`src/evd_pkg.sv`:
```
`timescale 1ns / 1ps
// ----------------------------------------------------------------------------
// evd_pkg
// Shared types and codes for the exact vertex dedup table.
// ----------------------------------------------------------------------------
package evd_pkg;

  localparam int COORD_W = 64;
  localparam int INDEX_W = 10;
  localparam int STATUS_W = 2;
  localparam int COUNT_W = 11;

  localparam logic [STATUS_W-1:0] STATUS_FOUND = 2'd0;
  localparam logic [STATUS_W-1:0] STATUS_INSERTED = 2'd1;
  localparam logic [STATUS_W-1:0] STATUS_FULL = 2'd2;

  typedef struct packed {
    logic               mesh_start;
    logic [COORD_W-1:0] coord_x_bits;
    logic [COORD_W-1:0] coord_y_bits;
    logic [COORD_W-1:0] coord_z_bits;
  } evd_in_t;

  typedef struct packed {
    logic [INDEX_W-1:0]  vertex_index;
    logic [STATUS_W-1:0] status;
    logic [COUNT_W-1:0]  unique_count;
  } evd_out_t;

  typedef struct packed {
    logic [COORD_W-1:0] x;
    logic [COORD_W-1:0] y;
    logic [COORD_W-1:0] z;
  } evd_key_t;

endpackage

```
`src/evd_key_match.sv`:
```
`timescale 1ns / 1ps
// ----------------------------------------------------------------------------
// evd_key_match
// Registered exact compare of one stored key against the probe key.
// ----------------------------------------------------------------------------
module evd_key_match #(
  parameter int IW = 10
) (
  input  logic              clk,
  input  logic              rst_n,
  input  logic              flush,
  input  logic              probe_vld,
  input  logic [IW-1:0]     probe_idx,
  input  evd_pkg::evd_key_t entry,
  input  evd_pkg::evd_key_t key,
  output logic              pend,
  output logic              hit,
  output logic [IW-1:0]     hit_idx
);
  import evd_pkg::*;

  logic          m_vld_r;
  logic          eq_r;
  logic [IW-1:0] idx_r;

  always_ff @(posedge clk) begin
    if (!rst_n) begin
      m_vld_r <= 1'b0;
    end else begin
      m_vld_r <= probe_vld && !flush;
    end
    eq_r  <= (entry == key);
    idx_r <= probe_idx;
  end

  assign pend    = m_vld_r;
  assign hit     = m_vld_r && eq_r;
  assign hit_idx = idx_r;

endmodule

```
`config.mk`:
```
export PLATFORM = sky130hd
export DESIGN_NAME = evd_key_match
export DESIGN_NICKNAME = d
export VERILOG_FILES = /design/src/evd_pkg.sv /design/src/evd_key_match.sv
export SDC_FILE = /design/constraint.sdc
export NUM_CORES = 1
export LEC_CHECK = 0
export ABC_AREA = 1
export BUFFER_PORTS_ARGS = -buffer_cell sky130_fd_sc_hd__clkbuf_2
export CAP_MARGIN = 10
export CELL_PAD_IN_SITES_DETAIL_PLACEMENT = 1
export CELL_PAD_IN_SITES_GLOBAL_PLACEMENT = 1
export CORE_AREA = 4 4 156 158
export DETAILED_ROUTE_END_ITERATION = 10
export DIE_AREA = 0 0 160 162
export PLACE_DENSITY = 0.57
export SLEW_MARGIN = 15
export SYNTH_ARGS = -nofsm -noshare
export SYNTH_HDL_FRONTEND = slang
export SYNTH_SLANG_ARGS = --single-unit
```
`constraint.sdc`:
```
create_clock -name clk -period 1.05 [get_ports clk]
set_input_delay 0.1575 -clock clk [delete_from_list [all_inputs] [get_ports clk]]
set_output_delay 0.1575 -clock clk [all_outputs]
set_load 0.1 [all_outputs]
```
-- Yosys cells after proc, flatten, opt, wreduce, memory -nomap -nowiden
Cells that the tools add are included.
- word-level logic and storage cells: 7
- bits in registers: 12
- output and inout port bits: 12
- bits of input ports: 398
- equality and inequality tests: 1
- reductions and logical operators: 3
- operators with widths (operator ; count):
    $eq A192 B192 Y1 ; 1
    $logic_and A1 B1 Y1 ; 2
    $logic_not A1 Y1 ; 1

-- Depth between registers and ports, before layout
- depth in word-level cells: 2
- depth in mapped cells: 11
- mapped depth without buffers: 11

-- Worst setup path after synthesis
OpenSTA, ideal clock, no wires.
- path type: reg-to-output
- from: reg m_vld_r, in the netlist pend
- to: out hit
- cell stages (with the launch flop): 3
- data required time: 0.892 ns
- buffers on the path: 0
- arrival: 1.659 ns
- path slack: -0.766 ns
- path through: dfxtp_1 nand2_1 inv_1
- word-level cells in the longest chain between the ends: 1
- ends and longest elaborated chain (what ; line ; source):
    from (decl) ; evd_key_match.sv:22 ; logic m_vld_r;
    from (signal assigned) ; evd_key_match.sv:30 ; m_vld_r <= probe_vld && !flush;
    $logic_and A1 B1 Y1 ; evd_key_match.sv:37 ; assign hit = m_vld_r && eq_r;
    to (decl) ; evd_key_match.sv:17 ; output logic hit,
No other way between the ends.

-- Worst setup path in the final report
Ends and elaborated chain as after synthesis.

==> results.toml <==
[clock_network]
cts_tree = "yes"
path_clk_slew_ns = 0.05
clk_path_buf_depth = 2
numCtsBuffers = 3
cts-htree-levels = 1
cts_sinks = 12
cts_root_buffer = "clkbuf_16"

[final_layout]
fin_util_pct = 24.7
area_delta_synth_final_pct = 110
fin_cells = 1127
nNetsFinal = 1236
layout-drive-gt1-share_pct = 55.8
antenna-diode-count = 0
nFillCells = 2979

[routing]
drt_wl_total_microns = 15000
vias = 4016
routedWlPerCell_microns = 13.3
firstDrtPassIters = 3
viasPerCell = 3.56
drtAntennaViolNets = 0
drt_iter0_drc = 55
drc_errors = 0

[critical_path]
crit_buf_inv = 2
end_kind = "primary output"
cp-start-kind = "register"
required_ns = 0.89
crit_path_top_delay_cell = "dfxtp_4"
arrival_ns = 0.91
worstPathMaxFanout = 2
worstSetupPathType = "register to primary output"
cp_cell_sequence = "nand2_4 -> clkinvlp_4 -> buf_12"
cpLargestDelayFamily = "flip-flops"
slowest_delay_ns = 0.35
critical_path_depth = 3
startpoint = "pend$_SDFF_PN0_"

[power]
clockPowerShare_pct = 22.7
ir_drop_v = 0.000387
switching_share_pct = 33.5
p_switching_uw = 1150
comb_power_share_pct = 62.7
p_total_uw = 3440
p_seq_share_pct = 14.6
power_density_mw_per_mm2 = 604
internal_power_uw = 2290
leakage_uw = 0.00289

[status]
violations = "negative setup slack"
outcome = "finished with violations"

[global_routing]
grt_pass1_vias = 4450
grt_usage_pct = 10.6
grt_max_degree = 8
antenna_found_initial = 0
grt_pass1_wl_microns = 22200
grt_overflow = 0

[synth]
ys_warn_count = 0
avgSynthCellArea_sq_um = 6.42
synthCells = 423
yosysTopAreaCell = "xnor2_1"
syn-num-nets = 821
synth_seq_cells = 12
ys_types = 7
ys_seq_area_share_pct = 8.84
synthTopCellsByArea = "xnor2_1, nand2_1, dfxtp_1"
synthesis.area_sq_mm = 0.00272
synth_top_cell_area_share_pct = 57.4

[timing]
slew_headroom_pct = 85.1
holdWs_ns = 0.0150
period_needed_ns = 1.06
max_freq_mhz = 941
worst_slew_pin_slew_ns = 0.222
slew_violations = 0
min_period_over_period_pct = 101
fin_ws_ns = -0.0128
final_hold_viol_count = 0
rsz0062_at_grt = "yes"
setup_viol = 1

[place]
pre_cts_ws_ns = -0.440
place_congestion = 0.772
hpwl_microns = 14600
portBuffers = 409
dp.cells = 1123

[floorplanning]
die_y_microns = 162
die_area_sq_mm = 0.0259
ios = 410
die_w_microns = 160
core-area_sq_mm = 0.0231
placementRows = 56
start_util_pct = 11.7

[run]
drv_cap = 0

[hold_path]
worstHoldStart = "probe_idx[8]"
min_path_cells = 1
hold_path_class = "input pin to register"
==> power by group through the flow <==
stage | Clock [uW] | Sequential [uW] | Combinational [uW]
floorplan | 0 | 659 | 796
global placement | 0 | 512 | 2030
detailed placement | 0 | 512 | 2060
CTS | 813 | 503 | 2100
global route | 840 | 505 | 2370
finish | 781 | 504 | 2160
==> routing by layer <==
metal	vias up	part of all wire, %	GRT usage (%)
li1	2101	-	-
met1	1688	36	11.7
met2	209	55	20.8
met3	18	7.5	2.36
met4	0	2.0	2.27
met5	-	0	0
==> cell type report <==
type                    count  area (sq um)  area share, %
multi-input cells         382          2590           45.4
repair buffers            410          2290           40.2
well taps                 290           363           6.37
flip-flops and latches     12           258           4.52
inverters                  29           113           1.98
clock buffers               4          88.8           1.56
==> logic make-up after synthesis <==
kind of cell              count (synthesis)  share of synthesized area [%]
xor gates and xnor gates                178                           57.4
buffers and inverters                    29                           4.01
DFF                                      12                           8.84
and+or+nand+nor                         204                           29.8
==> synthesized netlist by cell type <==
library cell / count
xnor2_1: 178
nand2_1: 134
nor2_1: 53
inv_1: 29
nand4_1: 16
dfxtp_1: 12
nor2_2: 1
==> placed cells by master, fill, tap and decap left out, types with 2 or more instances in the layout <==
master	netlist	final
xnor2_4	0	2
nand2_1	134	127
xnor2_2	0	15
buf_6	0	9
dfxtp_2	0	11
buf_12	0	12
clkbuf_16	0	3
clkbuf_2	0	388
nor2_2	1	15
nand2_4	0	2
inv_1	29	28
nand2_2	0	5
xnor2_1	178	161
nor2_1	53	38
nand4_1	16	16
==> per-stage QoR <==
| step | area, sq um | setup TNS, ns |
|---|---|---|
| 2_1_floorplan | 2740 | -0.0442 |
| 3_3_place_gp | 5340 | -0.418 |
| 3_5_place_dp | 5340 | -0.440 |
| 4_1_cts | 5480 | -0.0564 |
| 5_1_grt | 5700 | -0.125 |
| 6_report | 5700 | -0.0128 |
==> state kept, by name, summed over array words and instances, names as in the netlist <==
| register | count |
|---|---|
| hit_idx | 10 |
| eq_r | 1 |
| pend | 1 |
==> path summary, 6_finish.rpt <==
check,end,slack (ns)
worst min-delay path,hit_idx[8]$_DFF_P_,0.02
worst max-delay path,hit,-0.01
==> repair_timing <==
action                                  4_1_cts  5_1_grt
resized for setup                            11       47
pin swaps                                     9       34
hold buffers                                  0        0
buffers inserted                              1        0
endpoints found under the setup margin        2        3
Power figures use the tool's default switching activity.
